$ cat config.mk
export PLATFORM = sky130hd
export DESIGN_NAME = resyncing_command_deframer_flat
export DESIGN_NICKNAME = d
export VERILOG_FILES = /design/src/rtl/rcd_pkg.sv /design/src/rtl/rcd_stream_if.sv /design/src/rtl/rcd_ram.sv /design/src/rtl/rcd_dpath.sv /design/src/rtl/rcd_ctrl.sv /design/src/rtl/resyncing_command_deframer.sv /design/src/flat_wrapper.sv
export SDC_FILE = /design/constraint.sdc
export NUM_CORES = 1
export LEC_CHECK = 0
export ABC_AREA = 1
export ABC_CLOCK_PERIOD_IN_PS = 5940
export BUFFER_PORTS_ARGS = -buffer_cell sky130_fd_sc_hd__clkbuf_2
export CORE_ASPECT_RATIO = 1.4
export CORE_MARGIN = 2
export CORE_UTILIZATION = 25
export CTS_BUF_LIST = sky130_fd_sc_hd__clkbuf_2
export DETAILED_ROUTE_END_ITERATION = 7
export SLEW_MARGIN = 30
export SYNTH_ARGS = -nofsm -noshare
export SYNTH_HDL_FRONTEND = slang
export SYNTH_SLANG_ARGS = --single-unit
$ cat constraint.sdc
create_clock -name clk -period 5.94 [get_ports clk]
set_input_delay 0.297 -clock clk [delete_from_list [all_inputs] [get_ports clk]]
set_output_delay 0.297 -clock clk [all_outputs]
set_load 0.02 [all_outputs]
$ cat src/rtl/rcd_pkg.sv
// Shared types and constants of the resyncing command deframer.
`default_nettype none

package rcd_pkg;

	localparam int HDR_BYTES   = 3;
	localparam int MAX_PAYLOAD = 61;

	localparam int CFG_IDX_W  = 2;
	localparam int CFG_DATA_W = 8;

	localparam logic [CFG_IDX_W-1:0] REG_SYNC_BYTE      = 2'd0;
	localparam logic [CFG_IDX_W-1:0] REG_SET_PROFILE_ID = 2'd1;
	localparam logic [CFG_IDX_W-1:0] REG_GET_STATUS_ID  = 2'd2;

	localparam logic [7:0] SYNC_BYTE_RST      = 8'd90;
	localparam logic [7:0] SET_PROFILE_ID_RST = 8'd1;
	localparam logic [7:0] GET_STATUS_ID_RST  = 8'd2;

	typedef struct packed {
		logic [7:0] rx_byte;
	} rx_word_t;

	typedef struct packed {
		logic       command_kind;
		logic [5:0] payload_length;
		logic [7:0] payload_byte;
		logic [5:0] byte_index;
		logic       last;
	} cmd_word_t;

	typedef enum logic [2:0] {
		RD_HEAD,
		RD_LEN,
		RD_CMD,
		RD_FIRST,
		RD_NEXT
	} rd_sel_t;

	typedef struct packed {
		logic    push;
		logic    drop_one;
		logic    drop_frame;
		logic    rd_en;
		rd_sel_t rd_sel;
		logic    cap_plen;
		logic    cap_kind;
		logic    k_clr;
		logic    k_inc;
		logic    load_pay;
		logic    load_empty;
	} ctrl_cmd_t;

	typedef struct packed {
		logic fill_zero;
		logic fill_lt3;
		logic is_sync;
		logic cmd_match;
		logic len_bad;
		logic frame_short;
		logic plen_zero;
		logic k_last;
		logic out_free;
	} ctrl_stat_t;

endpackage

`default_nettype wire

$ cat src/rtl/rcd_stream_if.sv
// Valid/ready channel interface carrying one word per handshake.
`default_nettype none

interface rcd_stream_if #(
	parameter type word_t = logic
) ();
	logic  valid;
	logic  ready;
	word_t data;

	modport source (output valid, output data, input ready);
	modport sink (input valid, input data, output ready);
endinterface

`default_nettype wire

$ cat src/rtl/rcd_ram.sv
// Generic single-write, single-read RAM with registered read data.
`default_nettype none

module rcd_ram #(
	parameter int WIDTH = 8,
	parameter int DEPTH = 64
) (
	input  wire logic                     clk,
	input  wire logic                     we,
	input  wire logic [$clog2(DEPTH)-1:0] waddr,
	input  wire logic [WIDTH-1:0]         wdata,
	input  wire logic                     re,
	input  wire logic [$clog2(DEPTH)-1:0] raddr,
	output logic      [WIDTH-1:0]         rdata
);

	logic [WIDTH-1:0] mem [DEPTH];
	logic [WIDTH-1:0] rdata_q;

	always_ff @(posedge clk) begin
		if (we) begin
			mem[waddr] <= wdata;
		end
		if (re) begin
			rdata_q <= mem[raddr];
		end
	end

	assign rdata = rdata_q;

endmodule

`default_nettype wire

$ cat src/rtl/rcd_dpath.sv
// Datapath: circular byte store, header fields, configuration and result register.
`default_nettype none

module rcd_dpath #(
	parameter int STORE_DEPTH = 64
) (
	input  wire logic                           clk,
	input  wire logic                           arst_n,
	input  wire logic                           cfg_we,
	input  wire logic [rcd_pkg::CFG_IDX_W-1:0]  cfg_index,
	input  wire logic [rcd_pkg::CFG_DATA_W-1:0] cfg_data,
	input  wire rcd_pkg::rx_word_t              rx_word,
	input  wire rcd_pkg::ctrl_cmd_t             cmd,
	output rcd_pkg::ctrl_stat_t                 stat,
	output logic                                out_valid,
	input  wire logic                           out_ready,
	output rcd_pkg::cmd_word_t                  out_word
);

	localparam int PW = $clog2(STORE_DEPTH);
	localparam int FW = $clog2(STORE_DEPTH + 1);
	localparam int CW = (FW > 8) ? FW + 1 : 10;

	logic [7:0]    sync_q;
	logic [7:0]    set_id_q;
	logic [7:0]    get_id_q;
	logic [PW-1:0] head_q;
	logic [FW-1:0] fill_q;
	logic [7:0]    plen_q;
	logic          kind_q;
	logic [5:0]    k_q;
	logic          out_valid_q;
	rcd_pkg::cmd_word_t out_q;

	logic          fill_full;
	logic [PW-1:0] waddr;
	logic [PW-1:0] raddr;
	logic [FW-1:0] rd_off;
	logic [7:0]    rdata;
	logic [FW-1:0] frame_len;
	logic          k_last;

	function automatic logic [PW-1:0] wrap(input logic [PW-1:0] base, input logic [FW-1:0] off);
		logic [FW:0] s;
		s = (FW+1)'(base) + (FW+1)'(off);
		if (s >= (FW+1)'(STORE_DEPTH)) begin
			s = s - (FW+1)'(STORE_DEPTH);
		end
		return s[PW-1:0];
	endfunction

	assign fill_full = (fill_q == FW'(STORE_DEPTH));
	assign waddr     = fill_full ? head_q : wrap(head_q, fill_q);
	assign frame_len = FW'(9'(plen_q) + 9'(rcd_pkg::HDR_BYTES));
	assign k_last    = ((7'(k_q) + 7'd1) == 7'(plen_q[5:0]));

	always_comb begin
		case (cmd.rd_sel)
			rcd_pkg::RD_HEAD:  rd_off = '0;
			rcd_pkg::RD_LEN:   rd_off = FW'(1);
			rcd_pkg::RD_CMD:   rd_off = FW'(2);
			rcd_pkg::RD_FIRST: rd_off = FW'(rcd_pkg::HDR_BYTES);
			rcd_pkg::RD_NEXT:  rd_off = FW'(7'(k_q) + 7'd4);
			default:           rd_off = '0;
		endcase
	end

	assign raddr = wrap(head_q, rd_off);

	rcd_ram #(
		.WIDTH (8),
		.DEPTH (STORE_DEPTH)
	) u_store (
		.clk   (clk),
		.we    (cmd.push),
		.waddr (waddr),
		.wdata (rx_word.rx_byte),
		.re    (cmd.rd_en),
		.raddr (raddr),
		.rdata (rdata)
	);

	always_comb begin
		stat.fill_zero   = (fill_q == '0);
		stat.fill_lt3    = (fill_q < FW'(rcd_pkg::HDR_BYTES));
		stat.is_sync     = (rdata == sync_q);
		stat.cmd_match   = (rdata == set_id_q) || (rdata == get_id_q);
		stat.len_bad     = (plen_q > 8'(rcd_pkg::MAX_PAYLOAD));
		stat.frame_short = (CW'(fill_q) < (CW'(plen_q) + CW'(rcd_pkg::HDR_BYTES)));
		stat.plen_zero   = (plen_q == '0);
		stat.k_last      = k_last;
		stat.out_free    = !out_valid_q || out_ready;
	end

	always_ff @(posedge clk or negedge arst_n) begin
		if (!arst_n) begin
			sync_q   <= rcd_pkg::SYNC_BYTE_RST;
			set_id_q <= rcd_pkg::SET_PROFILE_ID_RST;
			get_id_q <= rcd_pkg::GET_STATUS_ID_RST;
		end else if (cfg_we) begin
			case (cfg_index)
				rcd_pkg::REG_SYNC_BYTE:      sync_q   <= cfg_data;
				rcd_pkg::REG_SET_PROFILE_ID: set_id_q <= cfg_data;
				rcd_pkg::REG_GET_STATUS_ID:  get_id_q <= cfg_data;
				default: ;
			endcase
		end
	end

	always_ff @(posedge clk or negedge arst_n) begin
		if (!arst_n) begin
			head_q <= '0;
			fill_q <= '0;
		end else begin
			if (cmd.push) begin
				if (fill_full) begin
					head_q <= wrap(head_q, FW'(1));
				end else begin
					fill_q <= fill_q + FW'(1);
				end
			end
			if (cmd.drop_one) begin
				head_q <= wrap(head_q, FW'(1));
				fill_q <= fill_q - FW'(1);
			end
			if (cmd.drop_frame) begin
				head_q <= wrap(head_q, frame_len);
				fill_q <= fill_q - frame_len;
			end
		end
	end

	always_ff @(posedge clk) begin
		if (cmd.cap_plen) begin
			plen_q <= rdata;
		end
		if (cmd.cap_kind) begin
			kind_q <= (rdata != set_id_q);
		end
		if (cmd.k_clr) begin
			k_q <= '0;
		end else if (cmd.k_inc) begin
			k_q <= k_q + 6'd1;
		end
		if (cmd.load_pay) begin
			out_q.command_kind   <= kind_q;
			out_q.payload_length <= plen_q[5:0];
			out_q.payload_byte   <= rdata;
			out_q.byte_index     <= k_q;
			out_q.last           <= k_last;
		end else if (cmd.load_empty) begin
			out_q.command_kind   <= kind_q;
			out_q.payload_length <= '0;
			out_q.payload_byte   <= '0;
			out_q.byte_index     <= '0;
			out_q.last           <= 1'b1;
		end
	end

	always_ff @(posedge clk or negedge arst_n) begin
		if (!arst_n) begin
			out_valid_q <= 1'b0;
		end else if (cmd.load_pay || cmd.load_empty) begin
			out_valid_q <= 1'b1;
		end else if (out_ready) begin
			out_valid_q <= 1'b0;
		end
	end

	assign out_valid = out_valid_q;
	assign out_word  = out_q;

endmodule

`default_nettype wire

$ cat src/rtl/rcd_ctrl.sv
// Controller: sequences store push, front rescan, header check and result emission.
`default_nettype none

module rcd_ctrl (
	input  wire logic                clk,
	input  wire logic                arst_n,
	input  wire logic                rx_valid,
	output logic                     rx_ready,
	input  wire rcd_pkg::ctrl_stat_t stat,
	output rcd_pkg::ctrl_cmd_t       cmd
);

	typedef enum logic [2:0] {
		ST_IDLE,
		ST_SCAN,
		ST_RD0,
		ST_RD1,
		ST_RD2,
		ST_PAY,
		ST_EMPTY
	} state_t;

	state_t state_q;
	state_t state_d;

	always_comb begin
		cmd      = '0;
		cmd.rd_sel = rcd_pkg::RD_HEAD;
		rx_ready = 1'b0;
		state_d  = state_q;
		case (state_q)
			ST_IDLE: begin
				rx_ready = 1'b1;
				if (rx_valid) begin
					cmd.push = 1'b1;
					state_d  = ST_SCAN;
				end
			end
			ST_SCAN: begin
				if (stat.fill_zero) begin
					state_d = ST_IDLE;
				end else begin
					cmd.rd_en  = 1'b1;
					cmd.rd_sel = rcd_pkg::RD_HEAD;
					state_d    = ST_RD0;
				end
			end
			ST_RD0: begin
				if (!stat.is_sync) begin
					cmd.drop_one = 1'b1;
					state_d      = ST_SCAN;
				end else if (stat.fill_lt3) begin
					state_d = ST_IDLE;
				end else begin
					cmd.rd_en  = 1'b1;
					cmd.rd_sel = rcd_pkg::RD_LEN;
					state_d    = ST_RD1;
				end
			end
			ST_RD1: begin
				cmd.cap_plen = 1'b1;
				cmd.rd_en    = 1'b1;
				cmd.rd_sel   = rcd_pkg::RD_CMD;
				state_d      = ST_RD2;
			end
			ST_RD2: begin
				if (!stat.cmd_match) begin
					cmd.drop_one = 1'b1;
					state_d      = ST_SCAN;
				end else if (stat.len_bad || stat.frame_short) begin
					state_d = ST_IDLE;
				end else if (stat.plen_zero) begin
					cmd.cap_kind = 1'b1;
					state_d      = ST_EMPTY;
				end else begin
					cmd.cap_kind = 1'b1;
					cmd.k_clr    = 1'b1;
					cmd.rd_en    = 1'b1;
					cmd.rd_sel   = rcd_pkg::RD_FIRST;
					state_d      = ST_PAY;
				end
			end
			ST_PAY: begin
				if (stat.out_free) begin
					cmd.load_pay = 1'b1;
					if (stat.k_last) begin
						cmd.drop_frame = 1'b1;
						state_d        = ST_IDLE;
					end else begin
						cmd.k_inc  = 1'b1;
						cmd.rd_en  = 1'b1;
						cmd.rd_sel = rcd_pkg::RD_NEXT;
					end
				end
			end
			ST_EMPTY: begin
				if (stat.out_free) begin
					cmd.load_empty = 1'b1;
					cmd.drop_frame = 1'b1;
					state_d        = ST_IDLE;
				end
			end
			default: begin
				state_d = ST_IDLE;
			end
		endcase
	end

	always_ff @(posedge clk or negedge arst_n) begin
		if (!arst_n) begin
			state_q <= ST_IDLE;
		end else begin
			state_q <= state_d;
		end
	end

endmodule

`default_nettype wire

$ cat src/rtl/resyncing_command_deframer.sv
// Top level of the resyncing command deframer.
// Channel rx takes one received byte per word; channel cmd returns command words,
// one per payload byte, or a single word with zero byte and index for an empty
// payload, with last set on the final word of each command.
// Write configuration registers (sync byte, set profile id, get status id) via
// cfg_we, cfg_index and cfg_data only while idle; the block does not enforce it.
// Bytes live in a circular store of STORE_DEPTH entries; when it is full, the
// oldest byte is dropped before the new one is stored.
// After a byte is accepted, the controller rescans the front of the store, one
// RAM read at a time: a non-sync byte at the front is read and dropped; a sync
// byte is followed by reads of the length and command id bytes and is dropped
// if the id is unknown; a complete header leads to one payload word per cycle
// while cmd is ready. The store has a single read port and the result register
// holds one word.
// rx is ready again once the scan ends; the final word of a command may still
// wait in the result register while the next byte is taken.
// When cmd stalls, the controller holds its place and the current word stays.
// Reset empties the store and loads the register defaults; stored bytes need no
// clearing since only written entries are read.
`default_nettype none

module resyncing_command_deframer #(
	parameter int STORE_DEPTH = 64
) (
	input  wire logic                           clk,
	input  wire logic                           arst_n,
	input  wire logic                           cfg_we,
	input  wire logic [rcd_pkg::CFG_IDX_W-1:0]  cfg_index,
	input  wire logic [rcd_pkg::CFG_DATA_W-1:0] cfg_data,
	rcd_stream_if.sink                          rx,
	rcd_stream_if.source                        cmd
);

	rcd_pkg::ctrl_cmd_t  ctrl_cmd;
	rcd_pkg::ctrl_stat_t ctrl_stat;
	rcd_pkg::rx_word_t   rx_word;
	rcd_pkg::cmd_word_t  out_word;
	logic                rx_ready;
	logic                out_valid;

	assign rx_word  = rx.data;
	assign rx.ready = rx_ready;

	rcd_ctrl u_ctrl (
		.clk      (clk),
		.arst_n   (arst_n),
		.rx_valid (rx.valid),
		.rx_ready (rx_ready),
		.stat     (ctrl_stat),
		.cmd      (ctrl_cmd)
	);

	rcd_dpath #(
		.STORE_DEPTH (STORE_DEPTH)
	) u_dpath (
		.clk       (clk),
		.arst_n    (arst_n),
		.cfg_we    (cfg_we),
		.cfg_index (cfg_index),
		.cfg_data  (cfg_data),
		.rx_word   (rx_word),
		.cmd       (ctrl_cmd),
		.stat      (ctrl_stat),
		.out_valid (out_valid),
		.out_ready (cmd.ready),
		.out_word  (out_word)
	);

	assign cmd.valid = out_valid;
	assign cmd.data  = out_word;

endmodule

`default_nettype wire

$ cat src/flat_wrapper.sv
// flat-port wrapper written by rule: the top's interface ports become plain ports
module resyncing_command_deframer_flat 
#(
	parameter int STORE_DEPTH = 64
)
  (clk, arst_n, cfg_we, cfg_index, cfg_data, rx_valid, rx_data, rx_ready, cmd_valid, cmd_data, cmd_ready);
  rcd_stream_if rx_i ();
  rcd_stream_if cmd_i ();
  input  wire logic clk;
  input  wire logic arst_n;
  input  wire logic cfg_we;
  input  wire logic [rcd_pkg::CFG_IDX_W-1:0] cfg_index;
  input  wire logic [rcd_pkg::CFG_DATA_W-1:0] cfg_data;
  input wire logic [$bits(rx_i.valid)-1:0] rx_valid;
  input wire logic [$bits(rx_i.data)-1:0] rx_data;
  output wire logic [$bits(rx_i.ready)-1:0] rx_ready;
  output wire logic [$bits(cmd_i.valid)-1:0] cmd_valid;
  output wire logic [$bits(cmd_i.data)-1:0] cmd_data;
  input wire logic [$bits(cmd_i.ready)-1:0] cmd_ready;
  assign rx_i.valid = rx_valid;
  assign rx_i.data = rx_data;
  assign rx_ready = rx_i.ready;
  assign cmd_valid = cmd_i.valid;
  assign cmd_data = cmd_i.data;
  assign cmd_i.ready = cmd_ready;
  resyncing_command_deframer #(.STORE_DEPTH(STORE_DEPTH)) u_core (.clk(clk), .arst_n(arst_n), .cfg_we(cfg_we), .cfg_index(cfg_index), .cfg_data(cfg_data), .rx(rx_i), .cmd(cmd_i));
endmodule
=== Word-level counts from Yosys, hierarchy flattened ===
Memories as Yosys holds them, arrays and structs flattened. A register that Yosys moved wholly into a read port is not among the register bits.
Index checks and enable logic that the tools add are counted.

* Flip-flop bits (word level): 64
* Bits in writable memories: 64
* Input bits: 16
* Memories kept: 1

{| class="wikitable"
|+ Memory list
! memory !! words !! width !! rd ports !! clocked after memory_dff !! wr ports !! line !! source
|-
| u_core.u_dpath.u_store.mem || 64 || 1 || 1 || 1 || 1 || rcd_ram.sv:17 || <nowiki>logic [WIDTH-1:0] mem [DEPTH];</nowiki>
|}

* $add $sub $neg: 16
* Order comparisons: 7
* Equal/unequal tests: 22
* Muxes and demuxes: 58
* Reductions and logical operators: 19

{| class="wikitable"
|+ Operators with widths
! cell !! count
|-
| $mux 6 || 9
|-
| $mux 4 || 7
|-
| $mux 7 || 4
|-
| $pmux 7 s4 || 1
|-
| $add 6x7->8 || 3
|-
| $eq 8x8->1 || 3
|-
| $ge 8x7->1 const B || 3
|-
| $sub 6x1->6 const B || 4
|-
| $mux 3 || 7
|-
| $pmux 3 s7 || 1
|-
| $pmux 4 s5 || 1
|-
| $mux 1 || 17
|-
| $mux 2 || 8
|-
| $add 6x1->7 const B || 2
|-
| $eq 3x2->1 const B || 4
|-
| $eq 3x3->1 const B || 4
|-
| $reduce_and 2->1 || 5
|-
| $add 8x2->9 const B || 1
|-
| $lt 7x9->1 || 1
|-
| $gt 8x6->1 const B || 1
|-
| $logic_not 8->1 || 1
|-
| $add 6x3->7 const B || 1
|-
| $add 7x1->7 const B || 1
|-
| $add 7x2->7 const B || 1
|-
| other kinds (23) || 32
|}

=== Longest topological paths before layout ===
Gate-level depths: netlist (run 1).

* Depth after elaboration: 11
* Gate-level depth with buffers: 21
* Depth with buffers taken out: 21

=== Modules after synthesis ===
From an unflattened synthesis (run 1), not the netlist that was laid out.

* Cell total of the unflattened synthesis: 2,442
* Area, all modules: 26,527.9 µm²

{| class="wikitable"
|+ By module, submodules not included
! module !! times used !! cells each !! area each (µm²) !! sequential area each (µm²)
|-
| rcd_ram || 1 || 1,805 || 21,419.3 || 15,615.0
|-
| rcd_dpath || 1 || 567 || 4,727.0 || 2,009.4
|-
| rcd_ctrl || 1 || 69 || 377.9 || 75.1
|-
| resyncing_command_deframer || 1 || 1 || 3.8 || 0.0
|}

=== Worst setup path before layout (run 1) ===
Ideal clock, no wire load.

* Kind: register to register
* Start point: reg u_core.u_dpath.plen_q[0]
* End point: reg u_core.u_dpath.u_store.rdata_q[0] (netlist: u_core.u_dpath.u_store.rdata[0]), read port of u_core.u_dpath.u_store.mem, data pin
* Library setup time: 0.253 ns
* Data arrival time: 3.392 ns
* Setup slack: 2.295 ns
* Stages on the path, launching flop included: 19
* Period minus slack after synthesis: 3.645 ns
* Cells stage by stage: edfxtp_1 > buf_4 > inv_1 > ha_1 > a21oi_1 > o2111ai_1 > nand3_1 > o21ai_0 > or2_2 > ha_1 > fa_1 > xor2_1 > inv_1 > nand2_1 > nand3_1 > nand3_1 > nand2_1 > nand3_1 > nand2_1

* Word-level cells in the longest chain between the ends: 11
* Elaborated cells on any way between the ends: 21

{| class="wikitable"
|+ RTL lines
! element !! line !! source
|-
| from (decl) || rcd_dpath.sv:29 || <nowiki>logic [7:0] plen_q;</nowiki>
|-
| from (signal assigned) || rcd_dpath.sv:135 || <nowiki>plen_q <= rdata;</nowiki>
|-
| $add 8x2->9 || rcd_dpath.sv:89 || <nowiki>stat.frame_short = (CW'(fill_q) < (CW'(plen_q) + CW'(rcd_pkg::HDR_BYTES)));</nowiki>
|-
| $lt 7x9->1 || rcd_dpath.sv:89 ||
|-
| $logic_or 1x1->1 || rcd_ctrl.sv:70 || <nowiki>end else if (stat.len_bad || stat.frame_short) begin</nowiki>
|-
| $mux 4 || rcd_ctrl.sv:70 ||
|-
| $mux 4 || rcd_ctrl.sv:67 || <nowiki>if (!stat.cmd_match) begin</nowiki>
|-
| $pmux 4 s5 (*) || rcd_ctrl.sv:31 || <nowiki>case (state_q)</nowiki>
|-
| $eq 3x3->1 (tied with other cells) || rcd_dpath.sv:58 || <nowiki>case (cmd.rd_sel)</nowiki>
|-
| $pmux 7 s4 || rcd_dpath.sv:58 ||
|-
| $add 6x7->8 || rcd_dpath.sv:45 || <nowiki>s = (FW+1)'(base) + (FW+1)'(off);</nowiki>
|-
| $ge 8x7->1 or $sub 6x1->6 (tied branches) || rcd_dpath.sv:46, rcd_dpath.sv:47 ||
|-
| $mux 6 || rcd_dpath.sv:46 || <nowiki>if (s >= (FW+1)'(STORE_DEPTH)) begin</nowiki>
|-
| to (decl) || rcd_ram.sv:18 || <nowiki>logic [WIDTH-1:0] rdata_q;</nowiki>
|}

Every way passes the cells marked *; elsewhere a longest branch is shown, timed or not.
A chain may end at the register's enable or synchronous reset.

=== Worst setup path after layout (run 1) ===
Same ends and word-level chain as after synthesis.

==> flow_results.org, run 1 <==
** Floorplanning
- The floorplan step set the die height to 193 um.
- Total number of placement rows :: 69
- Horiz. Die Dim :: 139 um
- The core region is 25300 um2.
- Starting Density :: 0.253
- Pin placement for this block handled 19 I/O pins.
- Full die area :: 26900 um2

** STA
- The max-slew violation count was 0.
- Counting I/O delays and the setup requirement, the final critical path takes 4.89 ns.
- Between clock sinks in the finished design, the worst skew comes to 0.0333 ns.
- Setup violators final :: 0
- For the pin with the worst max-slew slack, the measured transition is 0.903 ns.
- Fin crit share :: 0.823
- Setup repair after global routing left no endpoint under its margin.
- Rel. slew slack :: 0.398
- Timing would allow up to 205 MHz.
- The final count of hold timing violations is 0.
- Setup tns final :: 0 ns

** Global routing
- For this run, the total global-route usage over all layers was measured as 0.114.
- The first global-routing pass estimated 24900 um of wire.
- Entering global routing, the biggest net connects 65 pins.
- The initial antenna violation count came to 0.
- The number of global-route vias before repair was 5126.
- GR Overflow Total :: 0

** Logic synthesis
- The cell count after synthesis came out at 758.
- Biggest area contributors in the synthesized netlist :: sky130_fd_sc_hd__edfxtp_1, sky130_fd_sc_hd__dfrtp_1, sky130_fd_sc_hd__nand2_1
- Counting flops with a built-in enable in the synthesized netlist gives 67.
- Share of flip-flops with an asynchronous set or reset :: 0.360
- Sequential area share after synthesis :: 0.494
- During synthesis, Yosys emitted a total of 0 warnings.
- Post-synthesis cell type count :: 43
- Counting flops and latches in the post-synthesis netlist gives 114.
- Summing every instance area after synthesis gives 6400 um2.
- When the netlist entered floorplanning its net count stood at 802.
- In the synthesized netlist the dominant register cell turns out to be sky130_fd_sc_hd__edfxtp_1.
- Fraction of synthesized cell area taken by the top area cell type :: 0.314
- Top cell type by total area after synthesis :: sky130_fd_sc_hd__edfxtp_1
- Syn avg cell area :: 8.45 um2

** CTS
- Buffer levels on the longest clock path :: 2
- CTS saw 114 sinks.
- Clock latency on the worst-skew pair :: 0.72 ns
- The clock tree synthesis step divided the H-tree into 4 levels.
- Clock-pin slew was measured on the worst setup and hold paths at 0.18 ns.
- In this run the clock root is driven by a sky130_fd_sc_hd__clkbuf_2.
- Buffers inserted during clock tree synthesis total 17.
- Clock tree from TritonCTS :: done

** Pwr
- In this run the static leakage power is 3.06 nW.
- Internal power comes to about 0.0019 W.
- Tot Pwr :: between 0.003 and 0.004 W
- The share of total power dissipated in sequential elements is 0.310.
- Sw Share :: 0.489
- In this run the power spent charging and discharging nets is roughly 0.0018 W.
- Portion of total power attributed to the clock network :: 0.145
- The share of total power dissipated in combinational logic is 0.544.
- In this run the power density over the cells is approximately 510 nW/um2.
- Peak supply drop :: 0.188 mV

** Cells and area
- Fraction of final layout cells sized beyond drive strength 1 :: 0.111
- Net total in the final layout :: 837
- Relative to the synthesized area, the layout overhead comes to 12.3%.
- Final core area utilization :: 0.284
- N_diodes :: 0

** Drt
- Detail-routed via count per cell :: between 4 and 5
- Once detail routing completed, the nets flagged for antenna violations numbered 0.
- The routed design has 14900 um of wire.
- First-pass iteration count of the detailed router :: 4
- For this block, the initial DRC count from the detailed router was between 300 and 400.
- After detailed routing, the average wire length per cell comes to 13.2 um.
- Via count of the routed design :: 5178
- Number of remaining DRC errors :: 0

** Place
- Number of input and output port buffers inserted :: 18
- At the end of routability-driven placement, the weighted congestion stood at 0.829.
- HPWL after detailed placement :: between 10000 and 15000 um

** Setup path
- The critical path is of the reg -> reg type.
- The worst setup path is launched from a flop.
- Launch instance of the worst register-to-register path :: u_core.u_dpath.plen_q[0]
- Sort of element at the end of the critical path :: flop
- Beginning of the critical path :: u_core.u_dpath.plen_q[0]
- Arrival time worst endpoint :: between 5 and 6 ns
- Data required time of the worst path :: 6.55 ns
- Largest fanout of any net on the critical path :: 23

** Job
- Max-cap violations in this run came to 0.

** Hold path
- Type of the worst min-delay path :: in -> async

** Outcome
- Outcome :: finished, final reports clean
## worst max-delay path: stages, from the launching register on
cell and delay, ns:
sky130_fd_sc_hd__edfxtp_1 0.58, sky130_fd_sc_hd__inv_1 0.19, sky130_fd_sc_hd__ha_1 0.32, sky130_fd_sc_hd__a21oi_1 0.15, sky130_fd_sc_hd__o2111ai_1 0.18, sky130_fd_sc_hd__nand3_1 0.26
sky130_fd_sc_hd__o21ai_0 0.14, sky130_fd_sc_hd__or2_2 0.30, sky130_fd_sc_hd__ha_1 0.23, sky130_fd_sc_hd__fa_1 1.08, sky130_fd_sc_hd__clkinv_1 0.52, sky130_fd_sc_hd__nor2_1 0.20
sky130_fd_sc_hd__o21ai_0 0.09, sky130_fd_sc_hd__nand2_1 0.10, sky130_fd_sc_hd__nand2_1 0.05, sky130_fd_sc_hd__nand3_1 0.12, sky130_fd_sc_hd__nand3_1 0.08, sky130_fd_sc_hd__nand2_1 0.07
sky130_fd_sc_hd__nand3_1 0.06, sky130_fd_sc_hd__nand2_1 0.07
## state kept, by name (all words and copies together), names as in the netlist, 3 cells and up
signal,cells
u_core.u_dpath.k_q,6
u_core.u_dpath.head_q,6
u_core.u_dpath.u_store.mem,64
u_core.u_dpath.fill_q,7
u_core.u_dpath.sync_q,8
u_core.u_ctrl.state_q,3
u_core.u_dpath.set_id_q,8
u_core.u_dpath.get_id_q,8
## cells in the mapped netlist (8+ instances only)
cell type and count:
sky130_fd_sc_hd__nand3_1 58, sky130_fd_sc_hd__xor2_1 11, sky130_fd_sc_hd__dfrtp_1 35, sky130_fd_sc_hd__clkbuf_1 10, sky130_fd_sc_hd__ha_1 24, sky130_fd_sc_hd__nand2_1 153
sky130_fd_sc_hd__a21oi_1 19, sky130_fd_sc_hd__o21ai_0 74, sky130_fd_sc_hd__nand4_1 13, sky130_fd_sc_hd__nor2_2 8, sky130_fd_sc_hd__nor2_1 137, sky130_fd_sc_hd__edfxtp_1 67
sky130_fd_sc_hd__inv_1 59, sky130_fd_sc_hd__xnor2_1 10
## through the flow
step	setup WS (ns)	cell area [um2]	std cells	hold slack, ns
final	1.05	7190	1124	0.110
after global routing	0.435	7190	1124	0.141
after CTS	0.961	7190	1124	0.0861
after detailed placement	1.01	6840	1082	0.361
after global placement	1.19	6840	1082	0.467
after floorplan	2.29	6400	758	0.00141
## power groups by stage
stage	registers (W)	logic [W]	clock network (W)
floorplan	0.00110	0.00154	0
global placement	0.00115	0.00197	0
detailed placement	0.00115	0.00199	0
CTS	0.00114	0.00201	0.000546
global route	0.00116	0.00228	0.000571
finish	0.00113	0.00199	0.000531
## cells by family (layout without fill, tap and decap cells)
group | after synthesis | count (layout) | synth area share
buf+inv | 82 | 129 | 0.0500
compound gates | 114 | 114 | 0.0975
xor+xnor | 21 | 21 | 0.0287
fa+ha+maj | 28 | 28 | 0.0594
flops | 114 | 114 | 0.494
simple gates | 399 | 399 | 0.270
## timing repair
item,CTS,global route
hold buffers,11,0
endpoints found under the hold margin,67,0
resized for setup,0,0
setup buffers,0,0
## final timing paths
kind	end	slack [ns]	depth (start not counted)
max reg2reg	u_core.u_dpath.u_store.rdata[0]	1.05	19
max in group asynchronous	u_core.u_dpath.sync_q[4]	5.41	2
min in group clk	u_core.u_dpath.sync_q[6]	0.18	3
min reg2reg	u_core.u_dpath.sync_q[4]	0.50	2
max	u_core.u_dpath.u_store.rdata[0]	1.05	19
min	u_core.u_dpath.set_id_q[5]	0.11	2
## per-layer routing
metal  vias to the layer above  wire length [um]  part of all wire  track usage
li1                       2612                 -                 -            -
met1                      2429              6090              0.41        0.125
met2                       102              7810              0.52        0.211
met3                        35               560             0.038       0.0248
met4                         0               426             0.029       0.0471
met5                         -                 0                 0            0
## placed cells by master (no fill, tap or decap), types with 3 or more instances in the layout
cell type / synthesis / layout
sky130_fd_sc_hd__a21oi_1: 19 / 19
sky130_fd_sc_hd__bufinv_16: 0 / 3
sky130_fd_sc_hd__nor3_1: 6 / 6
sky130_fd_sc_hd__inv_2: 7 / 7
sky130_fd_sc_hd__clkbuf_2: 0 / 35
sky130_fd_sc_hd__o22ai_1: 6 / 6
sky130_fd_sc_hd__dfstp_2: 6 / 6
sky130_fd_sc_hd__nand3b_1: 6 / 6
sky130_fd_sc_hd__or2_2: 3 / 3
sky130_fd_sc_hd__o21ai_0: 74 / 74
sky130_fd_sc_hd__o21ai_2: 3 / 3
sky130_fd_sc_hd__dfrtp_1: 35 / 35
sky130_fd_sc_hd__fa_1: 4 / 4
sky130_fd_sc_hd__nand4_1: 13 / 13
sky130_fd_sc_hd__edfxtp_1: 67 / 67
sky130_fd_sc_hd__dfxtp_1: 6 / 6
sky130_fd_sc_hd__clkinv_1: 1 / 4
sky130_fd_sc_hd__nand2_2: 7 / 7
sky130_fd_sc_hd__nor2_2: 8 / 8
sky130_fd_sc_hd__inv_1: 59 / 59
sky130_fd_sc_hd__nand3_1: 58 / 58
sky130_fd_sc_hd__dlygate4sd3_1: 0 / 11
sky130_fd_sc_hd__ha_1: 24 / 24
sky130_fd_sc_hd__nand2_1: 153 / 153
sky130_fd_sc_hd__xor2_1: 11 / 11
sky130_fd_sc_hd__clkinv_2: 0 / 3
sky130_fd_sc_hd__xnor2_1: 10 / 10
sky130_fd_sc_hd__nor2_1: 137 / 137
## final cells by class
type / instances / area, um2
Clock buffer: 19 / 95.1
Clock inverter: 12 / 141
Fill cell: 2742 / 18100
Inverter: 68 / 258
Multi-Input combinational cell: 562 / 2920
Sequential cell: 114 / 3170
Tap cell: 319 / 399
Timing Repair Buffer: 30 / 213
No activity file was read; power rests on OpenSTA's default activity.
==> inputs of run 2 (changes only) <==
--- a/config.mk
+++ b/config.mk
@@ -6,7 +6,7 @@
 export NUM_CORES = 1
 export LEC_CHECK = 0
 export ABC_AREA = 1
-export ABC_CLOCK_PERIOD_IN_PS = 5940
+export ABC_CLOCK_PERIOD_IN_PS = 4850
 export BUFFER_PORTS_ARGS = -buffer_cell sky130_fd_sc_hd__clkbuf_2
 export CORE_ASPECT_RATIO = 1.4
 export CORE_MARGIN = 2
==> constraint.sdc (replaced) <==
create_clock -name clk -period 4.85 [get_ports clk]
set_input_delay 0.2425 -clock clk [delete_from_list [all_inputs] [get_ports clk]]
set_output_delay 0.2425 -clock clk [all_outputs]
set_load 0.02 [all_outputs]
==> flow_results.org, run 2 (same netlist as run 1, synthesis figures left out) <==
** Pwr
- Standby leakage power :: approximately 3.1 nW
- Design internal power :: 0.00226 W
- VDD sags by at most 0.242 mV.
- Portion of total power attributed to the clock network :: 0.144
- Logic gate share of total power :: 0.546
- The share of total power dissipated in sequential elements is 0.310.
- Power per cell area :: 621 nW/um2
- Power dissipated by switching net loads :: roughly 0.0022 W
- Sw Share :: 0.496

** CTS
- H-tree depth :: 4
- Buffers inserted during clock tree synthesis total 17.
- Buffer levels on the longest clock path :: 2
- Clock transition at the registers of the reported paths :: 0.19 ns
- Clock tree from TritonCTS :: done
- The number of hold buffers added after CTS was 11.
- In this run the clock root is driven by a sky130_fd_sc_hd__clkbuf_2.
- Clock latency on the worst-skew pair :: 0.70 ns
- Gates resized during post-CTS repair numbered 0.
- # clock sinks :: 114
- Post-CTS setup-driven buffer insertion count :: 0

** Drt
- In the routed layout, each cell is associated on average with a via count of 4.56.
- In this run the remaining antenna-violating nets after routing total 0.
- Routed WL per cell :: 13.2 um
- After detailed routing, the total wire length is 14900 um.
- Before antenna repair, the detailed router went through 7 iterations.
- Number of remaining DRC errors :: 0
- Initial DRC Count :: 332
- The final route contains 5146 vias.

** STA
- The max-slew violation count was 0.
- Setup repair after global routing left no endpoint under its margin.
- Final Hold Violating Endpoints :: 0
- For the final routed database, the setup TNS stands at 0 ns.
- In this run the tightest slew margin relative to its limit is 0.425.
- For the final database, setup skew stands at 0.0374 ns.
- Slew @ Worst Pin :: 0.861 ns
- Setup violators final :: 0
- Across all hold checks on the routed design, the worst slack comes to 0.0964 ns.
- Maximum clock frequency :: approximately 240 MHz
- Min Tclk post-route :: 4.25 ns
- Fin crit share :: 0.877

** Cells and area
- Net total in the final layout :: between 800 and 900
- Fraction of final layout cells sized beyond drive strength 1 :: 0.120
- Largest Register :: u_core.u_dpath.u_store.mem
- At the end of the flow the core is filled with cells to 0.286.
- Summing all multi-input logic gate instances after layout gives 2920 um2.
- Fill cells in the final layout number 2729.
- Area growth from synthesis to layout :: 12.9%
- The library cell used most frequently in the layout, excluding fill and tap cells, is sky130_fd_sc_hd__nand2_1.
- N_diodes :: 0
- In the final layout, flip-flops and latches occupy 3170 um2.
- The top cell types in the final layout, fill and taps aside, are sky130_fd_sc_hd__nand2_1, sky130_fd_sc_hd__nor2_1, sky130_fd_sc_hd__o21ai_0.
- Flip-flop count of the largest register after layout :: 64

** Floorplanning
- From left edge to right edge, the die measures 139 um.
- The initial utilization of the core area, before any placement, comes to 0.253.
- Std-Cell Core Area :: 25300 um2
- Full die area :: 26900 um2
- Total number of placement rows :: 69
- For this design the top-level I/O count stands at 19.
- From bottom edge to top edge, the die measures 193 um.

** Place
- Global placer's final weighted congestion :: 0.827
- Number of input and output port buffers inserted :: 18
- HPWL after detailed placement :: 10900 um

** Setup path
- Register-to-Register Path Depth :: 19
- Destination of the worst register-to-register timing path :: u_core.u_dpath.u_store.rdata[0]
- Critical Path Source Type :: flop
- The worst setup path is of the reg -> reg kind.
- The setup check on the worst reg-to-reg path leaves a slack of around 0.60 ns.
- In this run the worst path has a maximum fanout of 23.
- The worst setup path is captured at a flop.
- Launch instance of the worst register-to-register path :: u_core.u_dpath.plen_q[0]
- Data required time of the worst path :: about 5.3 ns
- STA puts the critical path data arrival time at about 4.7 ns.

** Global routing
- For this run, the total global-route usage over all layers was measured as 0.112.
- The number of global-route vias before repair was 5032.
- Maximum number of pins on one net before global-route repair :: 65
- Summed over all layers, the global routing overflow is 0.
- Wire length of the first global-routing pass :: 24300 um
- Initial antenna violation count :: 0

** Job
- Max-capacitance violation count :: 0

** Outcome
- Outcome :: finished, final reports clean

** Hold path
- The min-delay analysis places its worst path in the category in -> async.
## run 2: cell count changes in the layout (fill, tap and decap cells not counted)
cell                         delta
sky130_fd_sc_hd__bufinv_16      -1
sky130_fd_sc_hd__clkinv_2       -1
sky130_fd_sc_hd__clkbuf_2       -2
sky130_fd_sc_hd__clkinvlp_4     +4
sky130_fd_sc_hd__clkinv_1       -3
sky130_fd_sc_hd__inv_6          +3
sky130_fd_sc_hd__buf_4          +4
sky130_fd_sc_hd__clkinv_4       +1
## run 2: critical path: stages (launching register included)
cell	delay (ns)
sky130_fd_sc_hd__edfxtp_1	0.58
sky130_fd_sc_hd__inv_1	0.18
sky130_fd_sc_hd__ha_1	0.32
sky130_fd_sc_hd__a21oi_1	0.15
sky130_fd_sc_hd__o2111ai_1	0.19
sky130_fd_sc_hd__nand3_1	0.25
sky130_fd_sc_hd__o21ai_0	0.14
sky130_fd_sc_hd__or2_2	0.29
sky130_fd_sc_hd__ha_1	0.22
sky130_fd_sc_hd__fa_1	0.49
sky130_fd_sc_hd__buf_4	0.25
sky130_fd_sc_hd__clkinv_1	0.30
sky130_fd_sc_hd__o21ai_0	0.16
sky130_fd_sc_hd__o22ai_1	0.10
sky130_fd_sc_hd__nand2_1	0.08
sky130_fd_sc_hd__nand3_1	0.07
sky130_fd_sc_hd__nand3_1	0.07
sky130_fd_sc_hd__nand2_1	0.07
sky130_fd_sc_hd__nand2_1	0.06
sky130_fd_sc_hd__nand2_1	0.05
## run 2: worst max path at each step
stage                                                 end                     start  slack (ns)
after global routing      u_core.u_dpath.u_store.rdata[0]  u_core.u_dpath.plen_q[0]        0.13
after detailed placement  u_core.u_dpath.u_store.rdata[0]  u_core.u_dpath.plen_q[0]        0.64
final                     u_core.u_dpath.u_store.rdata[0]  u_core.u_dpath.plen_q[0]        0.60
after floorplan           u_core.u_dpath.u_store.rdata[0]  u_core.u_dpath.plen_q[0]        1.20
after CTS                 u_core.u_dpath.u_store.rdata[0]  u_core.u_dpath.plen_q[0]        0.59
after global placement    u_core.u_dpath.u_store.rdata[0]  u_core.u_dpath.plen_q[0]        0.75
## run 2: layout make-up
cell class	count	area share
sequential	114	0.438
clock inverter	15	0.0222
clock buffer	17	0.0118
multi-input combinational	562	0.404
inverter	68	0.0357
timing repair buffer	34	0.0336
tap	319	0.0552
## run 2: power by group through the flow
| stage | Sequential [W] | Combinational, W | Clock [W] |
|---|---|---|---|
| 5_1_grt | 0.00142 | 0.00279 | 0.000705 |
| 3_5_place_dp | 0.00141 | 0.00246 | 0 |
| 6_report | 0.00139 | 0.00245 | 0.000644 |
| 3_3_place_gp | 0.00141 | 0.00242 | 0 |
| 4_1_cts | 0.00139 | 0.00247 | 0.000663 |
| 2_1_floorplan | 0.00135 | 0.00189 | 0 |
## run 2: layer usage
layer / global-route usage / part of all wire / vias to the layer above / wire length [um]
li1: - / - / 2614 / -
met1: 0.125 / 0.41 / 2408 / 6070
met2: 0.207 / 0.54 / 103 / 8010
met3: 0.0260 / 0.037 / 21 / 548
met4: 0.0363 / 0.018 / 0 / 271
met5: 0 / 0 / - / 0
## run 2: per-stage QoR
| step | total power (W) | cells | worst slack [ns] | instance area, um2 |
|---|---|---|---|---|
| 3_3_place_gp | 0.00384 | 1086 | 0.755 | 6870 |
| 6_report | 0.00449 | 1129 | 0.596 | 7230 |
| 2_1_floorplan | 0.00323 | 758 | 1.20 | 6400 |
| 5_1_grt | 0.00491 | 1129 | 0.131 | 7230 |
| 4_1_cts | 0.00453 | 1129 | 0.588 | 7230 |
| 3_5_place_dp | 0.00387 | 1086 | 0.643 | 6870 |
==> inputs of run 3 (changes only) <==
--- a/config.mk
+++ b/config.mk
@@ -7,12 +7,13 @@
 export LEC_CHECK = 0
 export ABC_AREA = 1
 export ABC_CLOCK_PERIOD_IN_PS = 4850
-export BUFFER_PORTS_ARGS = -buffer_cell sky130_fd_sc_hd__clkbuf_2
+export BUFFER_PORTS_ARGS = -buffer_cell sky130_fd_sc_hd__buf_4
 export CORE_ASPECT_RATIO = 1.4
 export CORE_MARGIN = 2
-export CORE_UTILIZATION = 25
+export CORE_UTILIZATION = 55
 export CTS_BUF_LIST = sky130_fd_sc_hd__clkbuf_2
 export DETAILED_ROUTE_END_ITERATION = 7
+export PLACE_DENSITY = 0.72
 export SLEW_MARGIN = 30
 export SYNTH_ARGS = -nofsm -noshare
 export SYNTH_HDL_FRONTEND = slang
==> flow_results.org, run 3 (same netlist as run 1, synthesis figures left out) <==
** Floorplanning
- Measured along the x axis, the die boundary spans around 95 um.
- The core region is about 11000 um2.
- In this run the core area contains 46 standard-cell rows.
- Full die area :: 12500 um2
- DIE HEIGHT :: 132 um
- The initial utilization of the core area, before any placement, comes to 0.565.
- Number of I/O pins :: 19

** Setup path
- Sort of element at the end of the critical path :: flop
- Arrival time worst endpoint :: 4.72 ns
- The startpoint identified for the worst register-to-register timing path is u_core.u_dpath.plen_q[0].
- Register-to-register setup slack :: 0.60 ns
- Critical Path Source Type :: flop
- Destination of the worst register-to-register timing path :: u_core.u_dpath.u_store.rdata[0]
- Data required time of the worst path :: roughly 5.3 ns
- Along the worst path, the maximum fanout reaches 33.
- The setup path with the least slack is of type reg -> reg.
- Measured in cells, the most critical reg-to-reg path has a length of 19.

** Global routing
- The initial antenna violation count is 1.
- The number of global-route vias before repair was 5251.
- The first global-routing pass estimated 24900 um of wire.
- GRT Util Overall :: 0.261
- The total overflow left after global routing is 0.
- Maximum number of pins on one net before global-route repair :: 65

** Cells and area
- Design Area, Final :: 7070 um2
- The filler cells instantiated in the layout total 989.
- The register with the most flip-flops in the final layout is u_core.u_dpath.u_store.mem.
- In the final layout, the multi-input gates occupy 2920 um2.
- Leading cell types in the layout, fill and taps excluded :: sky130_fd_sc_hd__nand2_1, sky130_fd_sc_hd__nor2_1, sky130_fd_sc_hd__o21ai_0
- Area taken by flip-flops and latches :: 3170 um2
- In the final layout, the share of cells above drive strength 1 is 0.120.
- Flip-flop count of the largest register after layout :: 64
- Most common cell after layout, fill and taps aside :: sky130_fd_sc_hd__nand2_1
- From synthesis to final layout, the design area changed by 10.4%.
- The net count of the finished layout is 842.

** CTS
- Clock-pin slew was measured on the worst setup and hold paths at 0.20 ns.
- The H-tree generated during clock tree synthesis spans 4 levels.
- Post-CTS setup-driven buffer insertion count :: 0
- Number of buffers created by CTS :: 17
- # clock sinks :: 114
- Clock tree from TritonCTS :: done
- No sink is reached through more buffers than the 2 on the longest clock path.
- CTS placed an instance of sky130_fd_sc_hd__clkbuf_2 at the clock tree root.
- Clock latency on the worst-skew pair :: 0.70 ns

** Drt
- Number of remaining DRC errors :: 0
- Initial DRC Count :: 364
- First-pass iteration count of the detailed router :: 4
- Using the TritonRoute via totals, the vias-per-cell ratio works out to 5.58.
- Summed over all layers, the routed wires come to 15500 um.
- The final route contains around 5300 vias.
- Antenna Nets Post-Route :: 0
- Dividing the detail-routed wire length by the instance count gives 16.2 um.

** STA
- Setup skew after layout :: 0.0382 ns
- Fin crit share :: 0.875
- Setup repair after global routing missed its margin :: no
- Headroom to the max-slew limit came out at 0.409.
- For the pin with the worst max-slew slack, the measured transition is 0.885 ns.
- Final Max Tran Viols :: 0
- Setup WS post-layout :: 0.605 ns
- The final count of hold timing violations came to 0.
- Maximum clock frequency :: 236 MHz
- Min Tclk post-route :: 4.25 ns
- Setup violators final :: 0
- In the final timing run, aggregate negative setup slack is 0 ns.

** Hold path
- Type of the worst min-delay path :: in -> async

** Place
- Worst slack at placement :: 0.641 ns
- Once placement finished, the instance area stood at approximately 6700 um2.
- Number of input and output port buffers inserted :: 18
- Global placer's final weighted congestion :: 0.927
- HPWL after detailed placement :: 11000 um

** Pwr
- Across the VDD grid, the largest voltage drop is 0.320 mV.
- Tot Pwr :: 0.00453 W
- In this run the power density over the cells is 640 nW/um2.
- Standby leakage power :: 3.09 nW

** Job
- Max-cap violations in this run came to 0.

** Outcome
- Outcome :: finished, final reports clean
## run 3: cell types whose count changed in the layout (fill, tap and decap cells not counted), moves of 2 or more
| cell | change |
|---|---|
| sky130_fd_sc_hd__inv_6 | +4 |
| sky130_fd_sc_hd__clkinv_4 | -2 |
| sky130_fd_sc_hd__clkbuf_2 | -16 |
| sky130_fd_sc_hd__clkbuf_4 | -2 |
| sky130_fd_sc_hd__buf_4 | +18 |
| sky130_fd_sc_hd__clkinvlp_4 | -2 |
## run 3: critical path: stages (launching register included)
cell                        delay (ns)
sky130_fd_sc_hd__edfxtp_1         0.39
sky130_fd_sc_hd__buf_4            0.18
sky130_fd_sc_hd__inv_1            0.16
sky130_fd_sc_hd__ha_1             0.27
sky130_fd_sc_hd__a21oi_1          0.15
sky130_fd_sc_hd__o2111ai_1        0.20
sky130_fd_sc_hd__nand3_1          0.27
sky130_fd_sc_hd__o21ai_0          0.16
sky130_fd_sc_hd__or2_2            0.30
sky130_fd_sc_hd__ha_1             0.28
sky130_fd_sc_hd__buf_4            0.31
sky130_fd_sc_hd__inv_1            0.47
sky130_fd_sc_hd__o21ai_0          0.31
sky130_fd_sc_hd__o21ai_0          0.17
sky130_fd_sc_hd__nand2_1          0.09
sky130_fd_sc_hd__nand3_1          0.07
sky130_fd_sc_hd__nand3_1          0.08
sky130_fd_sc_hd__nand2_1          0.06
sky130_fd_sc_hd__nand3_1          0.07
sky130_fd_sc_hd__nand2_1          0.05
## run 3: metal layers
metal / track usage / routed length, um / vias up
met5: 0 / 0 / -
met4: 0.115 / 540 / 0
met3: 0.0493 / 655 / 47
met2: 0.472 / 8310 / 148
met1: 0.288 / 5940 / 2506
li1: - / - / 2630
## run 3: timing repair
| action | 4_1_cts | 5_1_grt |
|---|---|---|
| endpoints found under the hold margin | 72 | 0 |
| hold buffers | 12 | 0 |
| gates resized for setup | 0 | 0 |
## run 3: worst max path at each step
stage / cells past startpoint / slack [ns] / startpoint / endpoint
6_report: 19 / 0.60 / u_core.u_dpath.plen_q[0] / u_core.u_dpath.u_store.rdata[0]
5_1_grt: 21 / 0.16 / u_core.u_dpath.plen_q[0] / u_core.u_dpath.u_store.rdata[0]
4_1_cts: 19 / 0.63 / u_core.u_dpath.plen_q[0] / u_core.u_dpath.u_store.rdata[0]
3_5_place_dp: 19 / 0.64 / u_core.u_dpath.plen_q[0] / u_core.u_dpath.u_store.rdata[0]
3_3_place_gp: 19 / 0.79 / u_core.u_dpath.plen_q[0] / u_core.u_dpath.u_store.rdata[0]
2_1_floorplan: 18 / 1.20 / u_core.u_dpath.plen_q[0] / u_core.u_dpath.u_store.rdata[0]
## run 3: where the power goes
part | total (W) | internal (W) | switching (W)
clock network | 0.000675 | 0.000251 | 0.000424
logic | 0.00246 | 0.000836 | 0.00162
registers | 0.00139 | 0.00119 | 0.000202
## run 3: area by class of cell
class / instances / area share
tap: 144 / 0.0255
timing repair buffer: 35 / 0.0414
antenna: 1 / 0.000354
multi-input combinational: 562 / 0.413
clock inverter: 15 / 0.0239
clock buffer: 17 / 0.0120
sequential: 114 / 0.448
inverter: 68 / 0.0364
## run 3: per-stage QoR
step | hold WS (ns) | cells | util
3_5_place_dp | 0.253 | 911 | 0.590
3_3_place_gp | 0.245 | 911 | 0.590
2_1_floorplan | -0.0531 | 758 | -
5_1_grt | 0.0294 | 956 | 0.624
6_report | 0.0291 | 956 | 0.624
4_1_cts | 0.0120 | 955 | 0.623
